**config.mk**
```make
export PLATFORM = sky130hd
export DESIGN_NAME = tap_tempo_lfo_phase_core_flat
export DESIGN_NICKNAME = d
export VERILOG_FILES = /design/src/tt_lfo_pkg.sv /design/src/tt_lfo_if.sv /design/src/tt_lfo_tap.sv /design/src/tap_tempo_lfo_phase_core.sv /design/src/flat_wrapper.sv
export VERILOG_INCLUDE_DIRS = /design/src /design/src/src
export SDC_FILE = /design/constraint.sdc
export NUM_CORES = 1
export LEC_CHECK = 0
export BUFFER_PORTS_ARGS = -buffer_cell sky130_fd_sc_hd__buf_2
export CAP_MARGIN = 25
export CORE_UTILIZATION = 59
export DETAILED_ROUTE_END_ITERATION = 8
export PLACE_DENSITY = 0.8
export SLEW_MARGIN = 5
export SYNTH_ARGS = -nofsm -noshare
export SYNTH_HDL_FRONTEND = slang
export SYNTH_HIERARCHICAL = 1
export SYNTH_SLANG_ARGS = --single-unit
```
**constraint.sdc**
```tcl
create_clock -name clk -period 3.4 [get_ports clk]
set_input_delay 0.34 -clock clk [delete_from_list [all_inputs] [get_ports clk]]
set_output_delay 0.34 -clock clk [all_outputs]
set_load 0.01 [all_outputs]
```
**src/tap_tempo_lfo_phase_core_assert.svh**
```systemverilog
// Assertion macros shared by the tap tempo LFO phase core.
// Each macro expects signals named clk and arst_n in the scope where it is used.
`ifndef TAP_TEMPO_LFO_PHASE_CORE_ASSERT_SVH
`define TAP_TEMPO_LFO_PHASE_CORE_ASSERT_SVH

`ifndef NO_ASSERTIONS

// The consequent must hold in the same cycle as the antecedent.
`define TTLFO_ASSERT_SAME(lbl, ante, cons) \
	lbl: assert property (@(posedge clk) disable iff (!arst_n) (ante) |-> (cons)) \
		else $error("assertion failed: same-cycle implication");

// The consequent must hold in the cycle after the antecedent.
`define TTLFO_ASSERT_NEXT(lbl, ante, cons) \
	lbl: assert property (@(posedge clk) disable iff (!arst_n) (ante) |=> (cons)) \
		else $error("assertion failed: next-cycle implication");

`else

`define TTLFO_ASSERT_SAME(lbl, ante, cons)
`define TTLFO_ASSERT_NEXT(lbl, ante, cons)

`endif

`endif

```
**src/tt_lfo_pkg.sv**
```systemverilog
package tt_lfo_pkg;

	// Item kinds carried in the opcode field.
	localparam logic OP_TAP   = 1'b0;
	localparam logic OP_TEMPO = 1'b1;

	// Tap machine gives up after this many sample ticks.
	localparam int TAP_TIMEOUT = 8192;

	// Debounce history patterns for a stable press and a stable release.
	localparam logic [7:0] HIST_PRESSED  = 8'hff;
	localparam logic [7:0] HIST_RELEASED = 8'h00;

	// Knob thresholds that select the note multiplier.
	localparam logic [7:0] KNOB_TH_16 = 8'd25;
	localparam logic [7:0] KNOB_TH_8  = 8'd76;
	localparam logic [7:0] KNOB_TH_4  = 8'd127;
	localparam logic [7:0] KNOB_TH_3  = 8'd178;
	localparam logic [7:0] KNOB_TH_2  = 8'd229;

	// Result of one tap sample tick, plus the machine's busy flag.
	typedef struct packed {
		logic        sync;
		logic        period_valid;
		logic [15:0] period;
		logic        busy;
	} tap_res_t;

	// Map a knob position to the number of tempo ticks per phase step.
	function automatic logic [4:0] knob_to_mult(input logic [7:0] knob);
		logic [4:0] mult;
		if (knob < KNOB_TH_16) begin
			mult = 5'd16;
		end else if (knob < KNOB_TH_8) begin
			mult = 5'd8;
		end else if (knob < KNOB_TH_4) begin
			mult = 5'd4;
		end else if (knob < KNOB_TH_3) begin
			mult = 5'd3;
		end else if (knob < KNOB_TH_2) begin
			mult = 5'd2;
		end else begin
			mult = 5'd1;
		end
		return mult;
	endfunction

endpackage

```
**src/tt_lfo_if.sv**
```systemverilog
// Input channel: one tick item.
interface tt_lfo_tick_if;
	logic valid;
	logic ready;
	logic opcode;
	logic button_pressed;

	modport source (output valid, output opcode, output button_pressed, input ready);
	modport sink   (input valid, input opcode, input button_pressed, output ready);
endinterface

// Output channel: one result item.
interface tt_lfo_res_if;
	logic        valid;
	logic        ready;
	logic [7:0]  lfo_phase_out;
	logic        beat_led;
	logic        sync_pulse;
	logic        period_valid;
	logic [15:0] tempo_period;

	modport source (
		output valid, output lfo_phase_out, output beat_led, output sync_pulse,
		output period_valid, output tempo_period, input ready
	);
	modport sink (
		input valid, input lfo_phase_out, input beat_led, input sync_pulse,
		input period_valid, input tempo_period, output ready
	);
endinterface

```
**src/tt_lfo_tap.sv**
```systemverilog
module tt_lfo_tap (
	input  logic                clk,
	input  logic                arst_n,
	input  logic                tick_en,
	input  logic                button,
	output tt_lfo_pkg::tap_res_t res
);
	import tt_lfo_pkg::*;

	// Tap machine states.
	localparam logic [1:0] ST_IDLE     = 2'd0;
	localparam logic [1:0] ST_PRESS1   = 2'd1;
	localparam logic [1:0] ST_RELEASE1 = 2'd2;
	localparam logic [1:0] ST_PRESS2   = 2'd3;

	logic [7:0]  hist_q;
	logic [15:0] count_q;
	logic [1:0]  state_q;

	logic [7:0]  hist_n;
	logic [15:0] count_inc;
	logic [15:0] count_n;
	logic [1:0]  state_eff;
	logic [1:0]  state_n;
	logic        sync;
	logic        pvalid;

	// Next values for a sample tick, with the timeout applied before the state check.
	always_comb begin
		hist_n    = {hist_q[6:0], button};
		count_inc = count_q + 16'd1;
		count_n   = count_inc;
		state_eff = state_q;
		if ((state_q != ST_IDLE) && (count_inc >= 16'(TAP_TIMEOUT))) begin
			state_eff = ST_IDLE;
		end
		state_n = state_eff;
		sync    = 1'b0;
		pvalid  = 1'b0;
		case (state_eff)
			ST_IDLE: begin
				if (hist_n == HIST_PRESSED) begin
					count_n = '0;
					state_n = ST_PRESS1;
					sync    = 1'b1;
				end
			end
			ST_PRESS1: begin
				if (hist_n == HIST_RELEASED) begin
					state_n = ST_RELEASE1;
				end
			end
			ST_RELEASE1: begin
				if (hist_n == HIST_PRESSED) begin
					state_n = ST_PRESS2;
					pvalid  = 1'b1;
				end
			end
			default: begin
				if (hist_n == HIST_RELEASED) begin
					state_n = ST_IDLE;
				end
			end
		endcase
	end

	// The period is the tick count times eight, truncated to 16 bits.
	always_comb begin
		res.sync         = sync;
		res.period_valid = pvalid;
		res.period       = pvalid ? {count_inc[12:0], 3'b000} : 16'd0;
		res.busy         = (state_q != ST_IDLE);
	end

	// Tap state advances only on an accepted sample tick.
	always_ff @(posedge clk or negedge arst_n) begin
		if (!arst_n) begin
			hist_q  <= '0;
			count_q <= '0;
			state_q <= ST_IDLE;
		end else if (tick_en) begin
			hist_q  <= hist_n;
			count_q <= count_n;
			state_q <= state_n;
		end
	end

endmodule

```
**src/tap_tempo_lfo_phase_core.sv**
```systemverilog
// Channel    Dir  Payload                                               Handshake
// tick_in    in   opcode, button_pressed                                valid/ready
// result_out out  lfo_phase_out, beat_led, sync_pulse, period_valid,    valid/ready
//                 tempo_period
// cfg        in   cfg_wdata (note_knob)                                 cfg_we, no wait
//
// One item per clock sustained while result_out does not stall; each item passes
// through the input register and then waits in the result register until taken.
// All tick work is a single pass of counter, shift and compare logic.
// arst_n clears valid, tap and phase state asynchronously; note multiplier resets to 16.
// When result_out stalls, the input register fills and tick_in.ready drops.
module tap_tempo_lfo_phase_core (
	input  logic              clk,
	input  logic              arst_n,
	tt_lfo_tick_if.sink       tick_in,
	tt_lfo_res_if.source      result_out,
	input  logic              cfg_we,
	input  logic [7:0]        cfg_wdata
);
	import tt_lfo_pkg::*;

	// Input register.
	logic valid_s1;
	logic opcode_s1;
	logic button_s1;

	// Phase state.
	logic [4:0] mult_q;
	logic [7:0] mod_phase_q;
	logic [4:0] lfo_div_q;
	logic [9:0] beat_phase_q;

	// Result register.
	logic        out_valid_q;
	logic [7:0]  out_phase_q;
	logic        out_led_q;
	logic        out_sync_q;
	logic        out_pvalid_q;
	logic [15:0] out_period_q;

	logic       adv;
	logic       is_tempo;
	logic       tap_en;
	tap_res_t   tap_res;
	logic [4:0] div_inc;
	logic       step;
	logic       led;

	// Stage 1 moves on whenever the result register is free or being emptied.
	assign adv           = valid_s1 && (!out_valid_q || result_out.ready);
	assign tick_in.ready = !valid_s1 || adv;
	assign is_tempo      = (opcode_s1 == OP_TEMPO);
	assign tap_en        = adv && !is_tempo;

	always_ff @(posedge clk or negedge arst_n) begin
		if (!arst_n) begin
			valid_s1 <= 1'b0;
		end else if (tick_in.ready) begin
			valid_s1 <= tick_in.valid;
		end
	end

	always_ff @(posedge clk) begin
		if (tick_in.ready && tick_in.valid) begin
			opcode_s1 <= tick_in.opcode;
			button_s1 <= tick_in.button_pressed;
		end
	end

	tt_lfo_tap u_tap (
		.clk     (clk),
		.arst_n  (arst_n),
		.tick_en (tap_en),
		.button  (button_s1),
		.res     (tap_res)
	);

	// Tempo tick arithmetic.
	assign div_inc = lfo_div_q + 5'd1;
	assign step    = (div_inc >= mult_q);
	assign led     = (beat_phase_q[9:8] == 2'b00) || tap_res.busy;

	// Note multiplier follows the knob register.
	always_ff @(posedge clk or negedge arst_n) begin
		if (!arst_n) begin
			mult_q <= knob_to_mult(8'd0);
		end else if (cfg_we) begin
			mult_q <= knob_to_mult(cfg_wdata);
		end
	end

	// Phases clear on a knob write or a re-sync, and advance on tempo ticks.
	always_ff @(posedge clk or negedge arst_n) begin
		if (!arst_n) begin
			mod_phase_q  <= '0;
			lfo_div_q    <= '0;
			beat_phase_q <= '0;
		end else if (cfg_we) begin
			mod_phase_q  <= '0;
			lfo_div_q    <= '0;
			beat_phase_q <= '0;
		end else if (adv) begin
			if (is_tempo) begin
				beat_phase_q <= beat_phase_q + 10'd1;
				if (step) begin
					mod_phase_q <= mod_phase_q + 8'd1;
					lfo_div_q   <= '0;
				end else begin
					lfo_div_q <= div_inc;
				end
			end else if (tap_res.sync) begin
				mod_phase_q  <= '0;
				lfo_div_q    <= '0;
				beat_phase_q <= '0;
			end
		end
	end

	// Result register valid flag.
	always_ff @(posedge clk or negedge arst_n) begin
		if (!arst_n) begin
			out_valid_q <= 1'b0;
		end else if (adv) begin
			out_valid_q <= 1'b1;
		end else if (result_out.ready) begin
			out_valid_q <= 1'b0;
		end
	end

	// Result payload; a tap tick reports the phase after any re-sync.
	always_ff @(posedge clk) begin
		if (adv) begin
			if (is_tempo) begin
				out_phase_q  <= mod_phase_q;
				out_led_q    <= led;
				out_sync_q   <= 1'b0;
				out_pvalid_q <= 1'b0;
				out_period_q <= '0;
			end else begin
				out_phase_q  <= tap_res.sync ? 8'd0 : mod_phase_q;
				out_led_q    <= 1'b0;
				out_sync_q   <= tap_res.sync;
				out_pvalid_q <= tap_res.period_valid;
				out_period_q <= tap_res.period;
			end
		end
	end

	assign result_out.valid         = out_valid_q;
	assign result_out.lfo_phase_out = out_phase_q;
	assign result_out.beat_led      = out_led_q;
	assign result_out.sync_pulse    = out_sync_q;
	assign result_out.period_valid  = out_pvalid_q;
	assign result_out.tempo_period  = out_period_q;

`include "tap_tempo_lfo_phase_core_assert.svh"

	// A re-sync and a new period never come from the same tick.
	`TTLFO_ASSERT_SAME(a_sync_pvalid_excl, out_valid_q, !(out_sync_q && out_pvalid_q))
	// A period is reported only together with its valid flag.
	`TTLFO_ASSERT_SAME(a_period_gated, out_valid_q && !out_pvalid_q, out_period_q == 16'd0)
	// A knob write leaves the LFO phase at zero.
	`TTLFO_ASSERT_NEXT(a_cfg_clears, cfg_we, mod_phase_q == 8'd0 && beat_phase_q == 10'd0)
	// A held item in stage 1 reaches an empty result register in the next cycle.
	`TTLFO_ASSERT_NEXT(a_stage_moves, valid_s1 && !out_valid_q, out_valid_q)

endmodule
```
**src/flat_wrapper.sv**
```systemverilog
// flat-port wrapper written by rule: the top's interface ports become plain ports
module tap_tempo_lfo_phase_core_flat import tt_lfo_pkg::*;
  (clk, arst_n, cfg_we, cfg_wdata, tick_in_valid, tick_in_opcode, tick_in_button_pressed, tick_in_ready, result_out_valid, result_out_lfo_phase_out, result_out_beat_led, result_out_sync_pulse, result_out_period_valid, result_out_tempo_period, result_out_ready);
  tt_lfo_tick_if tick_in_i ();
  tt_lfo_res_if result_out_i ();
  input  logic clk;
  input  logic arst_n;
  input  logic cfg_we;
  input  logic [7:0] cfg_wdata;
  input wire logic [$bits(tick_in_i.valid)-1:0] tick_in_valid;
  input wire logic [$bits(tick_in_i.opcode)-1:0] tick_in_opcode;
  input wire logic [$bits(tick_in_i.button_pressed)-1:0] tick_in_button_pressed;
  output wire logic [$bits(tick_in_i.ready)-1:0] tick_in_ready;
  output wire logic [$bits(result_out_i.valid)-1:0] result_out_valid;
  output wire logic [$bits(result_out_i.lfo_phase_out)-1:0] result_out_lfo_phase_out;
  output wire logic [$bits(result_out_i.beat_led)-1:0] result_out_beat_led;
  output wire logic [$bits(result_out_i.sync_pulse)-1:0] result_out_sync_pulse;
  output wire logic [$bits(result_out_i.period_valid)-1:0] result_out_period_valid;
  output wire logic [$bits(result_out_i.tempo_period)-1:0] result_out_tempo_period;
  input wire logic [$bits(result_out_i.ready)-1:0] result_out_ready;
  assign tick_in_i.valid = tick_in_valid;
  assign tick_in_i.opcode = tick_in_opcode;
  assign tick_in_i.button_pressed = tick_in_button_pressed;
  assign tick_in_ready = tick_in_i.ready;
  assign result_out_valid = result_out_i.valid;
  assign result_out_lfo_phase_out = result_out_i.lfo_phase_out;
  assign result_out_beat_led = result_out_i.beat_led;
  assign result_out_sync_pulse = result_out_i.sync_pulse;
  assign result_out_period_valid = result_out_i.period_valid;
  assign result_out_tempo_period = result_out_i.tempo_period;
  assign result_out_i.ready = result_out_ready;
  tap_tempo_lfo_phase_core u_core (.clk(clk), .arst_n(arst_n), .tick_in(tick_in_i), .result_out(result_out_i), .cfg_we(cfg_we), .cfg_wdata(cfg_wdata));
endmodule
```
Word-level counts from Yosys, hierarchy flattened

Index checks and enable logic that the tools add are counted.

$add $sub $neg: 4
Magnitude comparators: 7
Eq/ne operators: 4
Multiplexer cells: 33
Bitwise logic cells: 1
Reduce and logical (&&, ||, !) cells: 20

Operators by type and width:

| kind                                                                                   | count |
|---|---|
| 8-bit 2-to-1 mux                                                                       | 6 |
| 5-bit 2-to-1 mux                                                                       | 9 |
| 10-bit 2-to-1 mux                                                                      | 4 |
| 16-bit 2-to-1 mux                                                                      | 2 |
| 16-bit by 1-bit adder with 16-bit output (second input constant)                       | 1 |
| 16-bit by 14-bit greater-or-equal comparator with 1-bit output (second input constant) | 1 |
| 8-bit by 7-bit less-than comparator with 1-bit output (second input constant)          | 2 |
| 8-bit less-than comparator (second input constant)                                     | 2 |
| 2-bit 2-to-1 mux                                                                       | 6 |
| 10-bit by 1-bit adder with 10-bit output (second input constant)                       | 1 |
| 8-bit by 1-bit adder with 8-bit output (second input constant)                         | 1 |
| 8-bit equality test (second input constant)                                            | 1 |
| 8-bit logical NOT                                                                      | 1 |
| 8-bit by 5-bit less-than comparator with 1-bit output (second input constant)          | 1 |
| 2-bit one-hot mux with 3 select lines                                                  | 1 |
| 2-bit nonzero test                                                                     | 3 |
| 5-bit by 1-bit adder with 5-bit output (second input constant)                         | 1 |
| 5-bit greater-or-equal comparator                                                      | 1 |
| 1-bit 2-to-1 mux                                                                       | 5 |
| 1-bit logical AND                                                                      | 4 |
| 2-bit logical NOT                                                                      | 2 |
| 2-bit AND reduction                                                                    | 2 |
| 1-bit logical NOT                                                                      | 3 |
| 1-bit logical OR                                                                       | 3 |
| other kinds (6)                                                                        | 6 |

Bits in registers: 84
Input bits: 15
Output and inout port bits: 29
Logic and storage cells: 86

Depth between registers and ports, before layout

Gate-level depths: netlist of run 1.

Word-level depth: 10
Gate-level depth with buffers: 13
Depth with buffers taken out: 10

Modules after synthesis

Netlist of run 1, hierarchy kept.

Modules (own cells, without submodules):

| module                   | instances | cells each | area an instance (µm²) | sequential area each (µm²) |
|---|---|---|---|---|
| tap_tempo_lfo_phase_core | 1         | 254        | 2,860.2                | 1,622.8 |
| tt_lfo_tap               | 1         | 179        | 1,632.8                | 625.6 |

Worst setup path after synthesis of run 1

Ideal clock, no wire load.

Kind: register to register
Start: reg u_core.u_tap.count_q[13]
End: reg u_core.lfo_div_q[0]
Setup time: 116 ps
Arrival time: 2,416 ps
Required time: 3,284 ps
Slack: 868 ps
Cell stages (with the launch flop): 12
Path buffers: 3
Period minus slack after synthesis: 2,532 ps
Path through: dfrtp_1 -> or4_2 -> o21ai_0 -> nor2_1 -> buf_4 -> or2_4 -> a31oi_4 -> buf_6 -> buf_4 -> nor2_1 -> nand2_1 -> nand2_1

Longest elaborated chain between the ends: 8

Ends and longest elaborated chain:

| what                                                           | RTL line                        | source |
|---|---|---|
| from (decl)                                                    | tt_lfo_tap.sv:17                | `logic [15:0] count_q;` |
| from (signal assigned)                                         | tt_lfo_tap.sv:83                | `count_q <= count_n;` |
| 16-bit by 1-bit adder with 16-bit output                       | tt_lfo_tap.sv:31                | `count_inc = count_q + 16'd1;` |
| 16-bit by 14-bit greater-or-equal comparator with 1-bit output | tt_lfo_tap.sv:34                | `if ((state_q != ST_IDLE) && (count_inc >= 16'(TAP_TIMEOUT))) begin` |
| 1-bit logical AND                                              | tt_lfo_tap.sv:34                |  |
| 2-bit 2-to-1 mux                                               | tt_lfo_tap.sv:34                |  |
| 2-bit logical NOT                                              | tt_lfo_tap.sv:40                | `case (state_eff)` |
| 1-bit 2-to-1 mux                                               | tt_lfo_tap.sv:40                |  |
| net u_core.u_tap.sync                                          | tt_lfo_tap.sv:25                | `logic sync;` |
| 3-bit nonzero test (no line)                                   | --                              |  |
| 2-bit AND reduction (no line)                                  | --                              |  |
| to (signal assigned)                                           | tap_tempo_lfo_phase_core.sv:109 | `lfo_div_q <= div_inc;` |
| to (decl)                                                      | tap_tempo_lfo_phase_core.sv:30  | `logic [4:0] lfo_div_q;` |

The timed path passes the listed nets, and every way through them passes these cells.
A chain may end at the register's enable or synchronous reset.

==> results.ini, run 1 <==
[run_status]
outcome = finished, final reports clean

[global_routing]
grt_pass1_vias = 3100
grt_first_pass_wirelength_um = 14000
track_usage_pct = 22.9
antenna_found_initial = 0
grt_max_degree = 34
grt-ovfl-total = 0

[synth]
synthSimpleGateAreaFrac_pct = 23.3
yosysWarnings = 6
synth_enable_flop_cells = 29
ys_seq_area_share_pct = 50.0
synth_area_per_cell_um2 = 10.4
synth_cell_types = 72
syn-cell-area_mm2 = 0.00449
synth-xor-area-share_pct = 5.07
muxShareOfSynthArea_pct = 2.53
yosys_register_bits = 84
async_flop_share_pct = 65.5
synthAdderAreaFrac_pct = 2.78
synth-main-ff-cell = dfrtp_1
synth_compound_area_share_pct = 11.7
synth_top_family_by_area = simple AND/OR/NAND/NOR gates
syn_inst = 433

[timing]
timing.hold.ws_ns = 0.0257
max_freq_ghz = 0.334
slew_headroom_pct = 34.4
tns_ns = 0
finalCriticalPeriod_ns = 2.99
slew_viol_final = 0
fin_worst_skew_ns = 0.0110
finalSetupViolCount = 0
rsz0062_at_grt = no
hold_viol = 0
worstMarginPinSlew_ns = 0.984
min_period_over_period_pct = 88.0

[cells_and_area]
num-nets-final = 499
final_cell_area_mm2 = 0.00493
antenna_cells = 0
drive_gt1_share_pct = 19.2
fin_util_pct = 67.6
syn_to_final_growth_pct = 9.66

[floorplanning]
fp-row-count = 31
die-width_um = 89.3
ioPinCount = 44
die_area_mm2 = 0.00797
die_y_um = 89.3
start_util_pct = 61.6
coreArea_mm2 = 0.00729

[drt]
viasPerCell = 5.72
wl_um = 8070
drtAntennaViolNets = 0
vias = 3305
dr.first_iter.drc_count = 165
route.detailed.drc = 0
drtPass1Iterations = 4
wire_per_inst_um = 14.0

[worst_setup_path]
cp-endpoint = u_core/beat_phase_q[9]
critPathKind = reg -> reg
r2r-end = u_core/beat_phase_q[9]
crit_required_ns = 3.63
start_kind = flip-flop
crit_slowest_cell = dfrtp_1
reg2reg_depth = 10
path_max_fanout = 25
worst-r2r-setup-slack_ns = 0.41
max_stage_delay_ns = 0.45
cp_cell_sequence = ha_1, nand4_1, mux2i_1, and3_2, nor2_1, or2_4, a31oi_4, nor4b_2, xnor2_1, nor2_1
arrival_ns = 3.22
r2r-start = u_core/u_tap/count_q[0]
crit_start = u_core/u_tap/count_q[0]
end_kind = flip-flop
cp_common_cell = nor2_1

[placement]
hpwl_um = 5730
portBuffers = 43
dpl-instance-area_mm2 = 0.00475
gp_congestion = 0.805

[clocking]
cts-root-buf = clkbuf_8
clk_path_buf_depth = 2
post_cts_resized = 0
cts_max_level = 3
cts_sinks = 84
post_cts_buffers = 0
clkTransAtPathRegs_ns = 0.08
numCtsBuffers = 9
ctsHoldBuffers = 0
clock_latency_ns = 0.35
cts_tree = done

[power]
peakVddDrop_mv = 0.283
p_leak_nw = 2.11
p_per_area_mw_per_mm2 = 460

[worst_hold_path]
min_path_type = in -> async

[run]
max_cap_viol_count = 0

power breakdown:
part | internal (mW) | total [mW] | switching (mW)
clock network | 0.274 | 0.648 | 0.374
logic | 0.160 | 0.361 | 0.201
registers | 1.16 | 1.26 | 0.102
through the flow:
stage	worst slack, ns	power, mW	instances
floorplan	0.868	1.53	435
global placement	0.651	1.62	562
detailed placement	0.506	1.64	562
CTS	0.468	2.29	578
global route	0.213	2.40	578
finish	0.409	2.27	578
layer usage:
metal	vias up	wire (um)	track usage (%)	part of all wire [%]
met2	98	3950	38.0	49
met4	0	129	8.51	1.6
met1	1584	3680	30.3	46
li1	1609	-	-	-
met3	14	315	4.25	3.9
met5	-	0	0	0
cell usage after synthesis, drive strengths merged, types with 11 or more instances:
| cell type | number | area, um2 |
|---|---|---|
| a21oi | 13 | 68.8 |
| buf | 14 | 115 |
| dfrtp | 54 | 1350 |
| edfxtp | 29 | 871 |
| inv | 15 | 56.3 |
| nand2 | 38 | 143 |
| nand2b | 11 | 76.3 |
| nand3 | 15 | 80.1 |
| nand4 | 12 | 96.3 |
| nor2 | 47 | 176 |
| nor2b | 22 | 145 |
| o21ai | 29 | 156 |
| xnor2 | 14 | 123 |
| xor2 | 12 | 105 |
registers in the layout, indices dropped and copies added (netlist names), 2 cells and up:
register,count
u_core/beat_phase_q,10
u_core/lfo_div_q,5
u_core/mod_phase_q,8
u_core/mult_q,5
u_core/result_out.lfo_phase_out,8
u_core/result_out.tempo_period,16
u_core/u_tap/count_q,16
u_core/u_tap/hist_q,7
u_core/u_tap/state_q,2
how the worst min path moves through the flow:
stage | endpoint | slack (ns) | cells past startpoint
after global placement | u_core/u_tap/hist_q[4] | 0.42 | 1
after global routing | u_core/u_tap/hist_q[4] | 0.06 | 1
after CTS | u_core/u_tap/hist_q[4] | 0.04 | 1
after floorplan | u_core/beat_phase_q[0] | 0.04 | 0
after detailed placement | u_core/u_tap/hist_q[4] | 0.43 | 1
final | u_core/u_tap/hist_q[4] | 0.03 | 1
worst max-delay path: cells and delay by family (launching register included):
family | cells | cell delay, ns
AOI/OAI and AO/OA | 1 | 0.24
xor gates and xnor gates | 1 | 0.15
adders and majority gates | 1 | 0.30
DFF | 1 | 0.45
muxes | 1 | 0.19
and+or+nand+nor | 6 | 1.54
kinds of logic after synthesis:
logic type,Yosys count
and+or+nand+nor,189
DFF,84
AOI/OAI and AO/OA,76
buffers and inverters,37
xor gates and xnor gates,26
adders and majority gates,10
muxes,10
other,1
final cells by class:
| type | count | area (um2) |
|---|---|---|
| Sequential cell | 84 | 2250 |
| Tap cell | 99 | 124 |
| Multi-Input combinational cell | 314 | 2050 |
| Fill cell | 604 | 2360 |
| Inverter | 16 | 60.1 |
| Timing Repair Buffer | 49 | 260 |
| Clock buffer | 9 | 124 |
| Clock inverter | 7 | 57.6 |
layout by cell type, fill, tap and decap left out, drive strengths merged, types with 13 or more instances in the layout:
cell	instances
inv	18
edfxtp	29
a21oi	13
nand3	15
o21ai	29
dfrtp	54
buf	49
nor2b	22
nor2	47
xnor2	14
nand2	38
(Power assumes the default switching activity.)
==> inputs of run 2 (changes only) <==
--- a/config.mk
+++ b/config.mk
@@ -8,9 +8,11 @@
 export LEC_CHECK = 0
 export BUFFER_PORTS_ARGS = -buffer_cell sky130_fd_sc_hd__buf_2
 export CAP_MARGIN = 25
-export CORE_UTILIZATION = 59
+export CELL_PAD_IN_SITES_DETAIL_PLACEMENT = 0
+export CELL_PAD_IN_SITES_GLOBAL_PLACEMENT = 1
+export CORE_UTILIZATION = 47
 export DETAILED_ROUTE_END_ITERATION = 8
-export PLACE_DENSITY = 0.8
+export PLACE_DENSITY_LB_ADDON = 0.1
 export SLEW_MARGIN = 5
 export SYNTH_ARGS = -nofsm -noshare
 export SYNTH_HDL_FRONTEND = slang
==> run 2 against run 1 <==
Effect of this change:
- routed wire length increased by 4.6%
- clock power is 16% higher
- highest routed layer unchanged
- utilization down 14 points
- sequential share of layout area decreased by 0.48 points
- worst setup slack gained 0.023 ns
- via count shrank 3.2%
==> results.ini, run 2 (synthesis results as in run 1) <==
[floorplanning]
ioPinCount = 44
die_y_um = 99.8
coreArea_mm2 = 0.00924
fp-row-count = 35
die_area_mm2 = 0.00996
start_util_pct = 48.6
die-width_um = 99.8

[global_routing]
track_usage_pct = 18.5
grt_max_degree = 35
antenna_found_initial = 0
grt_first_pass_wirelength_um = 14700
grt_pass1_vias = 2999
grt-ovfl-total = 0

[placement]
portBuffers = 43
gp_congestion = 0.758
dpl_worst_slack_ns = 0.467
hpwl_um = 5780

[run_status]
outcome = finished, final reports clean

[cells_and_area]
num-fill-cells = 844
antenna_cells = 0
layout_common_cells = 54 x dfrtp_1, 46 x nor2_1, 43 x buf_2
fin_util_pct = 53.9
final_common_cell = dfrtp_1
drive_gt1_share_pct = 18.7
num-nets-final = 497
syn_to_final_growth_pct = 10.8

[worst_setup_path]
start_kind = flip-flop
crit_start = u_core/u_tap/count_q[0]
end_kind = flip-flop
path_max_fanout = 25
arrival_ns = 3.19
reg2reg_depth = 10
critPathKind = reg -> reg
r2r-start = u_core/u_tap/count_q[0]
worst-r2r-setup-slack_ns = 0.43
cp-endpoint = u_core/beat_phase_q[9]
max_stage_delay_ns = 0.46
r2r-end = u_core/beat_phase_q[9]
cp_cell_sequence = ha_1, nand4_1, mux2i_1, and3_2, nor2_1, or2_4, a31oi_4, nor4b_2, xnor2_1, nor2_1
cp_common_cell = nor2_1
crit_slowest_cell = dfrtp_1
crit_required_ns = 3.62

[clocking]
cts_sinks = 84
clock_latency_ns = 0.35
cts_tree = done
clkTransAtPathRegs_ns = 0.09
ctsHoldBuffers = 0
cts_max_level = 3
clk_path_buf_depth = 2
numCtsBuffers = 9
post_cts_resized = 0
cts-root-buf = clkbuf_8
post_cts_buffers = 0

[drt]
drtAntennaViolNets = 0
wire_per_inst_um = 13.9
vias = 3200
wl_um = 8440
dr.first_iter.drc_count = 116
viasPerCell = 5.28
drtPass1Iterations = 4
route.detailed.drc = 0

[timing]
max_freq_ghz = 0.337
finalSetupViolCount = 0
fin_worst_skew_ns = 0.0161
hold_viol = 0
rsz0062_at_grt = no
worst_slack_ns = 0.432
timing.hold.ws_ns = 0.00877
finalCriticalPeriod_ns = 2.97
slew_viol_final = 0
min_period_over_period_pct = 87.3
tns_ns = 0
slew_headroom_pct = 32.9
worstMarginPinSlew_ns = 1.01

[run]
max_cap_viol_count = 0

[power]
p_leak_nw = 2.11
p_per_area_mw_per_mm2 = 475
peakVddDrop_mv = 0.206

[worst_hold_path]
min_path_type = in -> async

[run 2: cell type report]
| cell class | instances | area (um2) | share of cell area, % |
|---|---|---|---|
| Clock buffer | 11 | 153 | 3.07 |
| Multi-Input combinational cell | 314 | 2050 | 41.2 |
| Inverter | 16 | 60.1 | 1.21 |
| Clock inverter | 5 | 58.8 | 1.18 |
| Tap cell | 129 | 161 | 3.24 |
| Sequential cell | 84 | 2250 | 45.2 |
| Timing Repair Buffer | 47 | 245 | 4.92 |
[run 2: metrics by stage]
step / instance area [um2] / instances / power (mW)
after detailed placement: 4770 / 590 / 1.64
after floorplan: 4500 / 435 / 1.53
after global routing: 4980 / 606 / 2.50
after CTS: 4980 / 606 / 2.40
after global placement: 4770 / 590 / 1.63
final: 4980 / 606 / 2.37
[run 2: layer usage]
metal,up-vias,GRT usage (%),part of all wire (%)
met5,-,0,0
met4,0,6.67,1.1
met3,9,2.86,3.7
met2,69,28.3,44
met1,1525,26.9,51
li1,1597,-,-
[run 2: worst min-delay path by stage]
stage	start	to	slack [ns]	cells after the start
2_1_floorplan	arst_n	u_core/beat_phase_q[0]	0.04	0
3_3_place_gp	arst_n	u_core/mod_phase_q[5]	0.43	1
3_5_place_dp	arst_n	u_core/mod_phase_q[5]	0.41	1
4_1_cts	arst_n	u_core/mod_phase_q[5]	0.02	1
5_1_grt	arst_n	u_core/mod_phase_q[5]	0.05	1
6_report	arst_n	u_core/mod_phase_q[5]	0.009	1
[run 2: power breakdown]
part           internal [mW]  switching (mW)  total, mW
Combinational          0.159           0.201      0.361
Clock                  0.386           0.363      0.749
Sequential              1.16           0.100       1.26
Total                   1.70           0.665       2.37
[run 2: worst max-delay path: cells and delay by family, from the launching register on]
| kind | cells | cell delay (ns) |
|---|---|---|
| AOI/OAI and AO/OA | 1 | 0.25 |
| xor gates and xnor gates | 1 | 0.15 |
| adders and majority gates | 1 | 0.28 |
| DFF | 1 | 0.46 |
| muxes | 1 | 0.18 |
| and+or+nand+nor | 6 | 1.51 |
==> inputs of run 3 (changes only) <==
--- a/config.mk
+++ b/config.mk
@@ -12,7 +12,7 @@
 export CELL_PAD_IN_SITES_GLOBAL_PLACEMENT = 1
 export CORE_UTILIZATION = 47
 export DETAILED_ROUTE_END_ITERATION = 8
-export PLACE_DENSITY_LB_ADDON = 0.1
+export PLACE_DENSITY_LB_ADDON = 0.08
 export SLEW_MARGIN = 5
 export SYNTH_ARGS = -nofsm -noshare
 export SYNTH_HDL_FRONTEND = slang
==> run 3 against run 2 <==
Effect of this change:
- worst hold slack better by 0.047 ns
- combinational power increased by 4%
- critical path type unchanged
- die area is the same
- largest power group unchanged
- via count decreased by 0.63%
- count of clock-buffer cells in the layout decreased by 2
- sequential cell count is the same
- critical path depth did not move
- fmax decreased by 0.70%
- cell area is 0.55% higher
==> results.ini, run 3 (synthesis results as in run 1) <==
[run_status]
outcome = finished, final reports clean

[floorplanning]
start_util_pct = 48.6
coreArea_mm2 = 0.00924
ioPinCount = 44
die_y_um = 99.8
fp-row-count = 35
die-width_um = 99.8
die_area_mm2 = 0.00996

[clocking]
numCtsBuffers = 9
post_cts_buffers = 0
ctsHoldBuffers = 0
clock_latency_ns = 0.35
cts_tree = done
cts_sinks = 84
clkTransAtPathRegs_ns = 0.10
cts_max_level = 3
clk_path_buf_depth = 2
post_cts_resized = 0
cts-root-buf = clkbuf_8

[cells_and_area]
drive_gt1_share_pct = 19.2
final_cell_area_mm2 = 0.00501
num-fill-cells = 853
antenna_cells = 0
fin_cells = 608
final_common_cell = dfrtp_1
syn_to_final_growth_pct = 11.4
num-nets-final = 499
layout_common_cells = 54 x dfrtp_1, 46 x nor2_1, 43 x buf_2

[worst_setup_path]
worst-r2r-setup-slack_ns = 0.41
reg2reg_depth = 10
start_kind = flip-flop
path_max_fanout = 25
r2r-end = u_core/beat_phase_q[9]
cp-endpoint = u_core/beat_phase_q[9]
end_kind = flip-flop
arrival_ns = 3.21
crit_required_ns = 3.62
critPathKind = reg -> reg
r2r-start = u_core/u_tap/count_q[0]
crit_start = u_core/u_tap/count_q[0]

[power]
power_frac_comb_pct = 15.9
p_per_area_mw_per_mm2 = 471
switching_share_pct = 29.2
seqPwrFrac_pct = 53.0
p_sw_uw = 688
power_frac_clock_pct = 31.1
internal_power_mw = 1.67
p_leak_nw = 2.13
peakVddDrop_mv = 0.248

[global_routing]
track_usage_pct = 18.8
grt_max_degree = 37
grt-ovfl-total = 0
antenna_found_initial = 0
grt_pass1_vias = 3040
grt_first_pass_wirelength_um = 14800

[timing]
finalSetupViolCount = 0
hold_viol = 0
fin_worst_skew_ns = 0.0174
finalCriticalPeriod_ns = 2.99
min_period_over_period_pct = 87.9
tns_ns = 0
slew_headroom_pct = 46.3
max_freq_ghz = 0.335
rsz0062_at_grt = no
slew_viol_final = 0
worstMarginPinSlew_ns = 0.806

[drt]
wire_per_inst_um = 14.0
wl_um = 8540
vias = 3180
drtAntennaViolNets = 0
route.detailed.drc = 0
drtPass1Iterations = 4
dr.first_iter.drc_count = 199
viasPerCell = 5.23

[placement]
gp_congestion = 0.761
dpl-instance-area_mm2 = 0.00478
hpwl_um = 5910
dpl.cell_count = 591
portBuffers = 43

[worst_hold_path]
min_path_type = in -> async

[run]
max_cap_viol_count = 0

-- run 3: cell types whose count changed in the layout (fill, tap and decap cells not counted), sizes merged --
cell    previous run  this run
buf               47        49
clkbuf            11         9
inv               16        18
-- run 3: metal layers --
| metal | routed length (um) | GRT usage (%) |
|---|---|---|
| met5 | 0 | 0 |
| met4 | 80 | 6.45 |
| met3 | 277 | 2.72 |
| met2 | 3840 | 29.5 |
| met1 | 4350 | 26.8 |
-- run 3: how the worst min path moves through the flow --
stage / end / slack (ns) / cells past startpoint
6_report: u_core/mod_phase_q[6] / 0.06 / 1
3_3_place_gp: u_core/beat_phase_q[6] / 0.48 / 1
4_1_cts: u_core/mod_phase_q[6] / 0.08 / 1
3_5_place_dp: u_core/beat_phase_q[6] / 0.47 / 1
5_1_grt: u_core/mod_phase_q[6] / 0.12 / 1
2_1_floorplan: u_core/beat_phase_q[0] / 0.04 / 0
-- run 3: worst max-delay path, cell delays in order (launching register included) --
cell	delay (ns)
dfrtp_1	0.45
ha_1	0.27
nand4_1	0.20
mux2i_1	0.18
and3_2	0.21
nor2_1	0.46
or2_4	0.24
a31oi_4	0.25
nor4b_2	0.39
xnor2_1	0.16
nor2_1	0.05
-- run 3: cell type report --
type	instances	area, um2	area share, %
Clock buffer	9	124	2.47
Sequential cell	84	2250	44.9
Tap cell	129	161	3.22
Multi-Input combinational cell	314	2050	41.0
Clock inverter	7	80.1	1.60
Timing Repair Buffer	49	280	5.60
Inverter	16	60.1	1.20
-- run 3: stage by stage --
step | utilization, % | hold slack (ns) | total power [mW] | setup slack, ns
after floorplan | - | 0.0444 | 1.53 | 0.868
final | 54.2 | 0.0557 | 2.36 | 0.411
after global placement | 51.7 | 0.477 | 1.63 | 0.616
after global routing | 54.2 | 0.119 | 2.50 | 0.243
after CTS | 53.9 | 0.0836 | 2.38 | 0.418
after detailed placement | 51.7 | 0.466 | 1.65 | 0.476
-- run 3: power groups by stage --
stage	Clock [mW]	Sequential, mW	Combinational (mW)
after floorplan	0	1.26	0.268
after global placement	0	1.27	0.362
after detailed placement	0	1.28	0.367
after CTS	0.754	1.26	0.370
after global routing	0.800	1.27	0.428
final	0.733	1.25	0.374
